$ cat config.mk
export PLATFORM = sky130hd
export DESIGN_NAME = days_between_dates_top
export DESIGN_NICKNAME = d
export VERILOG_FILES = /design/src/rtl/dbd_pkg.sv /design/src/rtl/days_between_dates_top.sv
export VERILOG_INCLUDE_DIRS = /design/src /design/src/rtl
export SDC_FILE = /design/constraint.sdc
export NUM_CORES = 1
export LEC_CHECK = 0
export BUFFER_PORTS_ARGS = -buffer_cell sky130_fd_sc_hd__buf_2
export CORE_MARGIN = 2
export CORE_UTILIZATION = 45
export CTS_BUF_LIST = sky130_fd_sc_hd__clkbuf_8
export CTS_CLUSTER_SIZE = 14
export DETAILED_ROUTE_END_ITERATION = 7
export GPL_TIMING_DRIVEN = 0
export PLACE_DENSITY = 0.64
export REMOVE_ABC_BUFFERS = 1
export SLEW_MARGIN = 20
export SYNTH_ARGS = -nofsm -noshare
export SYNTH_HDL_FRONTEND = slang
export SYNTH_SLANG_ARGS = --single-unit
$ cat constraint.sdc
create_clock -name clk -period 6.6 [get_ports clk]
set_input_delay 1.32 -clock clk [delete_from_list [all_inputs] [get_ports clk]]
set_output_delay 1.32 -clock clk [all_outputs]
set_load 0.01 [all_outputs]
$ cat src/rtl/days_between_dates_top_macros.svh
// Assertion helpers shared by the RTL. Every check is sampled on the rising
// clock edge and is held off while the asynchronous reset is asserted.
`ifndef DAYS_BETWEEN_DATES_TOP_MACROS_SVH
`define DAYS_BETWEEN_DATES_TOP_MACROS_SVH

// The property must hold at every clock edge outside reset.
`define DBD_ASSERT_CLK(lbl, prop, msg) \
	lbl: assert property (@(posedge clk) disable iff (!arst_n) prop) else $error(msg);

// The expression must never be true at a clock edge outside reset.
`define DBD_ASSERT_NEVER(lbl, expr, msg) \
	lbl: assert property (@(posedge clk) disable iff (!arst_n) !(expr)) else $error(msg);

`endif

$ cat src/rtl/dbd_pkg.sv
package dbd_pkg;

	localparam int STEP_BITS = 3;
	typedef logic [STEP_BITS-1:0] step_t;

	// Program steps. The last step falls through to the first one.
	localparam step_t S_IDLE   = 3'd0;
	localparam step_t S_MOD400 = 3'd1;
	localparam step_t S_LODOY  = 3'd2;
	localparam step_t S_YEARS  = 3'd3;
	localparam step_t S_HIDOY  = 3'd4;
	localparam step_t S_ABS    = 3'd5;
	localparam step_t S_SAT    = 3'd6;
	localparam step_t S_EMIT   = 3'd7;

	typedef logic [2:0] cond_t;

	localparam cond_t COND_NEXT  = 3'd0;
	localparam cond_t COND_IDLE  = 3'd1;
	localparam cond_t COND_GE400 = 3'd2;
	localparam cond_t COND_MORE  = 3'd3;
	localparam cond_t COND_BUSY  = 3'd4;

	localparam int COUNT_BITS    = 21;
	localparam int DAY_BITS      = 5;
	localparam int MONTH_BITS    = 4;
	localparam int DOY_BITS      = 9;
	localparam int LEAP_CYCLE    = 400;
	localparam int CENTURY       = 100;
	localparam int DAYS_PER_YEAR = 365;
	localparam logic [COUNT_BITS-1:0] DAY_COUNT_MAX = '1;

	// Horizontal control word: one enable per datapath action, plus the
	// jump condition and target. Without a jump the step counter advances.
	typedef struct packed {
		logic  load;
		logic  sub400;
		logic  sub_lo_doy;
		logic  add_year;
		logic  add_hi_doy;
		logic  negate;
		logic  saturate;
		logic  emit;
		cond_t cond;
		step_t jmp;
	} ctrl_t;

	function automatic ctrl_t ucode(step_t s);
		ctrl_t c;
		c = '0;
		c.jmp = s;
		unique case (s)
			S_IDLE: begin
				c.load = 1'b1;
				c.cond = COND_IDLE;
			end
			S_MOD400: begin
				c.sub400 = 1'b1;
				c.cond = COND_GE400;
			end
			S_LODOY: begin
				c.sub_lo_doy = 1'b1;
			end
			S_YEARS: begin
				c.add_year = 1'b1;
				c.cond = COND_MORE;
			end
			S_HIDOY: begin
				c.add_hi_doy = 1'b1;
			end
			S_ABS: begin
				c.negate = 1'b1;
			end
			S_SAT: begin
				c.saturate = 1'b1;
			end
			S_EMIT: begin
				c.emit = 1'b1;
				c.cond = COND_BUSY;
			end
		endcase
		return c;
	endfunction

	// Day of the year. Months outside 1..12 add no offset.
	function automatic logic [DOY_BITS-1:0] day_of_year(logic [DAY_BITS-1:0] day,
			logic [MONTH_BITS-1:0] month, logic leap);
		logic [DOY_BITS-1:0] off;
		logic                bump;
		unique case (month)
			4'd2:    off = 9'd31;
			4'd3:    off = 9'd59;
			4'd4:    off = 9'd90;
			4'd5:    off = 9'd120;
			4'd6:    off = 9'd151;
			4'd7:    off = 9'd181;
			4'd8:    off = 9'd212;
			4'd9:    off = 9'd243;
			4'd10:   off = 9'd273;
			4'd11:   off = 9'd304;
			4'd12:   off = 9'd334;
			default: off = 9'd0;
		endcase
		bump = leap && (month >= 4'd3) && (month <= 4'd12);
		return off + DOY_BITS'(day) + DOY_BITS'(bump);
	endfunction

endpackage

$ cat src/rtl/days_between_dates_top.sv
// A request runs through the steps MOD400 (repeated while the year residue is 400 or
// more), LODOY, YEARS (one year per cycle up to the later year), HIDOY, ABS, SAT and EMIT.
// One request is in flight at a time; the next is taken in the idle step that follows the
// hand-off of the result to the output register, and EMIT waits while that register is full.
// Reset (arst_n low, asynchronous) returns the sequencer to its idle step and drops
// res_valid; datapath registers are not reset.
`include "days_between_dates_top_macros.svh"

module days_between_dates_top #(
	parameter int YEAR_BITS = 12
) (
	input  logic                                   clk,
	input  logic                                   arst_n,
	input  logic                                   req_valid,
	output logic                                   req_ready,
	input  logic [dbd_pkg::DAY_BITS-1:0]           first_day,
	input  logic [dbd_pkg::MONTH_BITS-1:0]         first_month,
	input  logic [YEAR_BITS-1:0]                   first_year,
	input  logic [dbd_pkg::DAY_BITS-1:0]           second_day,
	input  logic [dbd_pkg::MONTH_BITS-1:0]         second_month,
	input  logic [YEAR_BITS-1:0]                   second_year,
	output logic                                   res_valid,
	input  logic                                   res_ready,
	output logic [dbd_pkg::COUNT_BITS-1:0]         day_count
);

	// Room for the full year span times 366 plus a sign bit.
	localparam int ACC_BITS = YEAR_BITS + 10;
	localparam int R_BITS   = (YEAR_BITS > 9) ? YEAR_BITS : 9;
	localparam int CMP_BITS = (ACC_BITS > dbd_pkg::COUNT_BITS) ? ACC_BITS
		: dbd_pkg::COUNT_BITS;

	dbd_pkg::step_t step_q;
	dbd_pkg::step_t step_d;
	dbd_pkg::ctrl_t ctrl;

	logic [YEAR_BITS-1:0]              year_q;
	logic [YEAR_BITS-1:0]              end_q;
	logic [R_BITS-1:0]                 r_q;
	logic [ACC_BITS-1:0]               acc_q;
	logic [dbd_pkg::DAY_BITS-1:0]      lo_day_q;
	logic [dbd_pkg::MONTH_BITS-1:0]    lo_month_q;
	logic [dbd_pkg::DAY_BITS-1:0]      hi_day_q;
	logic [dbd_pkg::MONTH_BITS-1:0]    hi_month_q;
	logic [dbd_pkg::COUNT_BITS-1:0]    cnt_q;
	logic [dbd_pkg::COUNT_BITS-1:0]    day_count_q;
	logic                              res_valid_q;

	logic                              ge400;
	logic                              more;
	logic                              leap;
	logic                              out_free;
	logic                              taken;
	logic                              swap;
	logic [CMP_BITS-1:0]               acc_ext;
	logic [dbd_pkg::COUNT_BITS-1:0]    sat_cnt;

	assign ctrl = dbd_pkg::ucode(step_q);

	assign ge400    = r_q >= R_BITS'(dbd_pkg::LEAP_CYCLE);
	assign more     = year_q != end_q;
	assign out_free = !res_valid_q || res_ready;
	assign swap     = first_year > second_year;

	// r_q holds the current year modulo 400 once the reduction loop is done, so a
	// century year is one where it reads 100, 200 or 300.
	assign leap = (year_q[1:0] == 2'b00)
		&& (r_q != R_BITS'(dbd_pkg::CENTURY))
		&& (r_q != R_BITS'(2 * dbd_pkg::CENTURY))
		&& (r_q != R_BITS'(3 * dbd_pkg::CENTURY));

	assign acc_ext = CMP_BITS'(acc_q);
	assign sat_cnt = (acc_ext > CMP_BITS'(dbd_pkg::DAY_COUNT_MAX)) ? dbd_pkg::DAY_COUNT_MAX
		: acc_ext[dbd_pkg::COUNT_BITS-1:0];

	always_comb begin
		unique case (ctrl.cond)
			dbd_pkg::COND_IDLE:  taken = !req_valid;
			dbd_pkg::COND_GE400: taken = ge400;
			dbd_pkg::COND_MORE:  taken = more;
			dbd_pkg::COND_BUSY:  taken = !out_free;
			default:             taken = 1'b0;
		endcase
		step_d = taken ? ctrl.jmp : step_q + dbd_pkg::STEP_BITS'(1);
	end

	always_ff @(posedge clk or negedge arst_n) begin
		if (!arst_n) begin
			step_q      <= dbd_pkg::S_IDLE;
			res_valid_q <= 1'b0;
		end else begin
			step_q <= step_d;
			if (ctrl.emit && out_free) begin
				res_valid_q <= 1'b1;
			end else if (res_ready) begin
				res_valid_q <= 1'b0;
			end
		end
	end

	always_ff @(posedge clk) begin
		if (ctrl.load && req_valid) begin
			year_q     <= swap ? second_year : first_year;
			end_q      <= swap ? first_year : second_year;
			r_q        <= R_BITS'(swap ? second_year : first_year);
			lo_day_q   <= swap ? second_day : first_day;
			lo_month_q <= swap ? second_month : first_month;
			hi_day_q   <= swap ? first_day : second_day;
			hi_month_q <= swap ? first_month : second_month;
			acc_q      <= '0;
		end
		if (ctrl.sub400 && ge400) begin
			r_q <= r_q - R_BITS'(dbd_pkg::LEAP_CYCLE);
		end
		if (ctrl.sub_lo_doy) begin
			acc_q <= acc_q - ACC_BITS'(dbd_pkg::day_of_year(lo_day_q, lo_month_q, leap));
		end
		if (ctrl.add_year && more) begin
			acc_q  <= acc_q + ACC_BITS'(dbd_pkg::DAYS_PER_YEAR) + ACC_BITS'(leap);
			year_q <= year_q + YEAR_BITS'(1);
			r_q    <= (r_q == R_BITS'(dbd_pkg::LEAP_CYCLE - 1)) ? '0 : r_q + R_BITS'(1);
		end
		if (ctrl.add_hi_doy) begin
			acc_q <= acc_q + ACC_BITS'(dbd_pkg::day_of_year(hi_day_q, hi_month_q, leap));
		end
		// Only equal years can leave a negative sum.
		if (ctrl.negate && acc_q[ACC_BITS-1]) begin
			acc_q <= '0 - acc_q;
		end
		if (ctrl.saturate) begin
			cnt_q <= sat_cnt;
		end
		if (ctrl.emit && out_free) begin
			day_count_q <= cnt_q;
		end
	end

	assign req_ready = ctrl.load;
	assign res_valid = res_valid_q;
	assign day_count = day_count_q;

	`DBD_ASSERT_CLK(a_year_bound, (step_q == dbd_pkg::S_YEARS) |-> (year_q <= end_q), "year counter passed the later year")
	`DBD_ASSERT_CLK(a_mod_done, (step_q != dbd_pkg::S_IDLE && step_q != dbd_pkg::S_MOD400) |-> (r_q < R_BITS'(dbd_pkg::LEAP_CYCLE)), "year residue not reduced below 400")
	`DBD_ASSERT_NEVER(a_sum_sign, (step_q == dbd_pkg::S_SAT) && acc_q[ACC_BITS-1], "day sum negative at saturation")
	`DBD_ASSERT_CLK(a_start, (req_valid && req_ready) |=> (step_q == dbd_pkg::S_MOD400), "accepted request did not start the program")

endmodule
==> flow_summary.yaml <==
setup_path:
  crit_path_cell_trace: "inv_1 -> ha_1 -> nand4b_1 -> o31ai_1 -> nand4_1 -> nand4_1 -> fa_1 -> fa_1 -> inv_1 -> a21oi_1 -> o21bai_1 -> a21o_1 -> nand2_1 -> xnor2_1 -> ha_1 -> a21o_1 -> or3_1 -> a31o_2 -> a21oi_1 -> nor2_1 -> a211oi_1 -> o22ai_1"
  start_kind: "register"
  critical_path.slowest_cell: "a21oi_1"
  rr_startpoint: "r_q[4]"
  r2r_end: "acc_ext[15]"
  timing.critical_path.required_ns: 6.80
  cp.buffers_inverters: 2
  timing.critical_path.slowest_cell_delay_ns: 0.89
  worstPathMaxFanout: 11
  cp_top_family: "compound AO/OA/AOI/OAI gates"
  setup.worst_path.class: "reg -> reg"
  worstRegToRegCells: 22
  r2r_slack_ns: 0.62
  endpoint_kind: "register"
  crit_arrival_ns: 6.18
yosys:
  synth_cell_count_leaders: "edfxtp_1, nand2_1, ha_1, o21ai_0"
  seq_area_frac_synth: 0.404
  syn_inst: 1025
  yosys_top_cell_by_area: "edfxtp_1"
  synth_edf_count: 118
  synth_largest_type_area_fraction: 0.358
  post_synth_main_area_contributors: "edfxtp_1, ha_1, xnor2_1"
  count_of_unique_library_cells_instantiated_by_yosys: 70
  synthMostInstantiatedCell: "edfxtp_1"
  postSynth.asyncResetShare: 0.0286
  yosys_warnings: 0
  synth_top_flop_cell: "edfxtp_1"
  flops_latches_synth: 140
  netlist_area_um2: 9900
  post_synth.cell_area_avg_um2: 9.66
clocking:
  worst_skew_pair_latency_ns: 0.46
  numClockSinks: 140
  cts.clk_slew.worst_paths_ns: 0.09
  cts_hold_buffers: 0
  clock_tree.buffer_depth: 2
  h-tree-depth: 4
  cts.root.buffer_cell: "clkbuf_8"
  cts_resized: 0
  cts_setup_buffers: 0
  cts_buffers: 17
  tritoncts: "yes"
cells_and_area:
  fraction_of_final_layout_cells_sized_beyond_drive_strength_1: 0.165
  number_of_fillers_in_the_final_layout: 1986
  n_antenna_cell: 0
  final_cells: 1360
  design.final.nets: 1192
  synthToLayoutAreaGrowth_pct: 10.8
  final_core_util: 0.506
drt:
  wl_met1_mm: 10.6
  first_pass_iters: 5
  route.detailed.wl_per_inst_um: 17.0
  num_vias: 7798
  post_drt_via_cell_ratio: 5.73
  drtIter0Drc: 575
  postRouteWirelength_mm: 23.1
  topRoutingLayerUsed: "met4"
  detailroute.wirelength.met3_mm: 1.08
  route.met2.wl_mm: 10.9
  drc_errors: 0
  post_route_antenna_net_violation_count: 0
job:
  cap_viol_max_count: 0
placed_design:
  portBuffers: 68
  gpl.final_weighted_congestion: 0.858
  dp.final_hpwl_mm: 16.6
  dpl.cell_count: 1328
min_path:
  worstHoldPathType: "reg -> reg"
  hp-start: "cnt_q[0]"
  hold_end: "day_count[0]"
  hold-path-cell-count: 0
floorplanning:
  core.rowCount: 54
  fp.dieW_um: 152
  die_area_um2: 23200
  initial_utilization: 0.457
  die-height_um: 152
  num_io_pins: 69
  core_region_area_um2: 21700
timing:
  finalSetupViolations: 0
  final.period_utilization: 0.907
  total_negative_slack_ns: 0
  worst-slew-pin-transition_ns: 1.14
  clock-skew-final_ns: 0.0144
  clock.fmax_mhz: 167
  period_minus_slack_ns: 5.98
  final.hold.worst_slack_ns: 0.420
  timing.final.max_slew_violations: 0
  rsz_0062_raised_after_global_routing: "no"
  hold_violations: 0
  max_slew_margin: 0.238
global_routing:
  overflow: 0
  antenna_found_initial: 0
  first_global_vias: 7501
  grt_pass1_wl_mm: 37.8
  maximum_number_of_pins_on_one_net_before_global_route_repair: 40
  global_route.usage.total: 0.200
pwr:
  power.density_nw_per_um2: 434
  total_leakage_power_uw: 0.00426
  power.ir.vdd_worst_mv: 0.237
  p_total_uw: 4760
status:
  status: "complete, no violations"
-- stage by stage --
step                cell area, um2  setup slack, ns
finish                       11000            0.617
CTS                          11000            0.727
floorplan                     9680             1.57
detailed placement           10500            0.780
global route                 11000            0.325
global placement             10400            -1.73
-- worst reg2reg max path: stages (launching register included) --
cell      delay [ns]
edfxtp_1        0.44
inv_1           0.14
ha_1            0.24
nand4b_1        0.10
o31ai_1         0.08
nand4_1         0.22
nand4_1         0.16
fa_1            0.45
fa_1            0.43
inv_1           0.09
a21oi_1         0.06
o21bai_1        0.21
a21o_1          0.17
nand2_1         0.06
xnor2_1         0.13
ha_1            0.33
a21o_1          0.22
or3_1           0.30
a31o_2          0.25
a21oi_1         0.89
nor2_1          0.27
a211oi_1        0.35
o22ai_1         0.13
-- logic make-up after synthesis --
logic type	Yosys count	share of synthesized area
compound gates	254	0.164
buf+inv	115	0.0456
xor+xnor	77	0.0681
flops	140	0.404
mux	59	0.0638
fa+ha+maj	79	0.104
simple gates	301	0.150
-- final cells by class --
class | count | area, um2 | share of cell area
Multi-Input combinational cell | 770 | 5480 | 0.499
Clock buffer | 19 | 262 | 0.0238
Clock inverter | 13 | 164 | 0.0149
Inverter | 61 | 229 | 0.0209
Timing Repair Buffer | 77 | 487 | 0.0444
Sequential cell | 140 | 4000 | 0.365
Tap cell | 280 | 350 | 0.0319
-- layer usage --
metal  vias up  global-route usage
met2       266               0.327
met5         -                   0
met3        44              0.0338
met4         0              0.0837
met1      3653               0.264
li1       3835                   -
-- where the power goes --
group	internal (uW)	total (uW)	leakage [uW]	switching, uW
logic	930	2260	0.00275	1330
registers	1400	1740	0.00129	346
clock network	396	760	0.000218	363
-- cells in the final DEF (no fill, tap or decap), drive strengths merged, types with 17 or more instances in the layout --
| cell type | netlist | layout |
|---|---|---|
| nor3 | 26 | 26 |
| o21ai | 66 | 66 |
| ha | 73 | 73 |
| edfxtp | 118 | 118 |
| dfxtp | 18 | 18 |
| nor2 | 64 | 64 |
| buf | 14 | 77 |
| xor2 | 26 | 26 |
| xnor2 | 51 | 51 |
| nand3 | 31 | 31 |
| clkbuf | 40 | 19 |
| or2 | 23 | 23 |
| a21oi | 64 | 64 |
| inv | 61 | 65 |
| mux2 | 30 | 30 |
| mux2i | 29 | 29 |
| nand2 | 78 | 78 |
| nand4 | 19 | 19 |
| o22ai | 17 | 17 |
-- worst max path at each step --
stage | from | to | slack [ns] | cells past startpoint
3_3_place_gp | year_q[8] | acc_ext[12] | -1.73 | 7
2_1_floorplan | year_q[0] | acc_ext[12] | 1.57 | 7
5_1_grt | r_q[4] | acc_ext[15] | 0.32 | 22
4_1_cts | r_q[4] | acc_ext[15] | 0.73 | 22
6_report | r_q[4] | acc_ext[15] | 0.62 | 22
3_5_place_dp | r_q[4] | acc_ext[15] | 0.78 | 22
No activity file was read; power rests on OpenSTA's default activity.
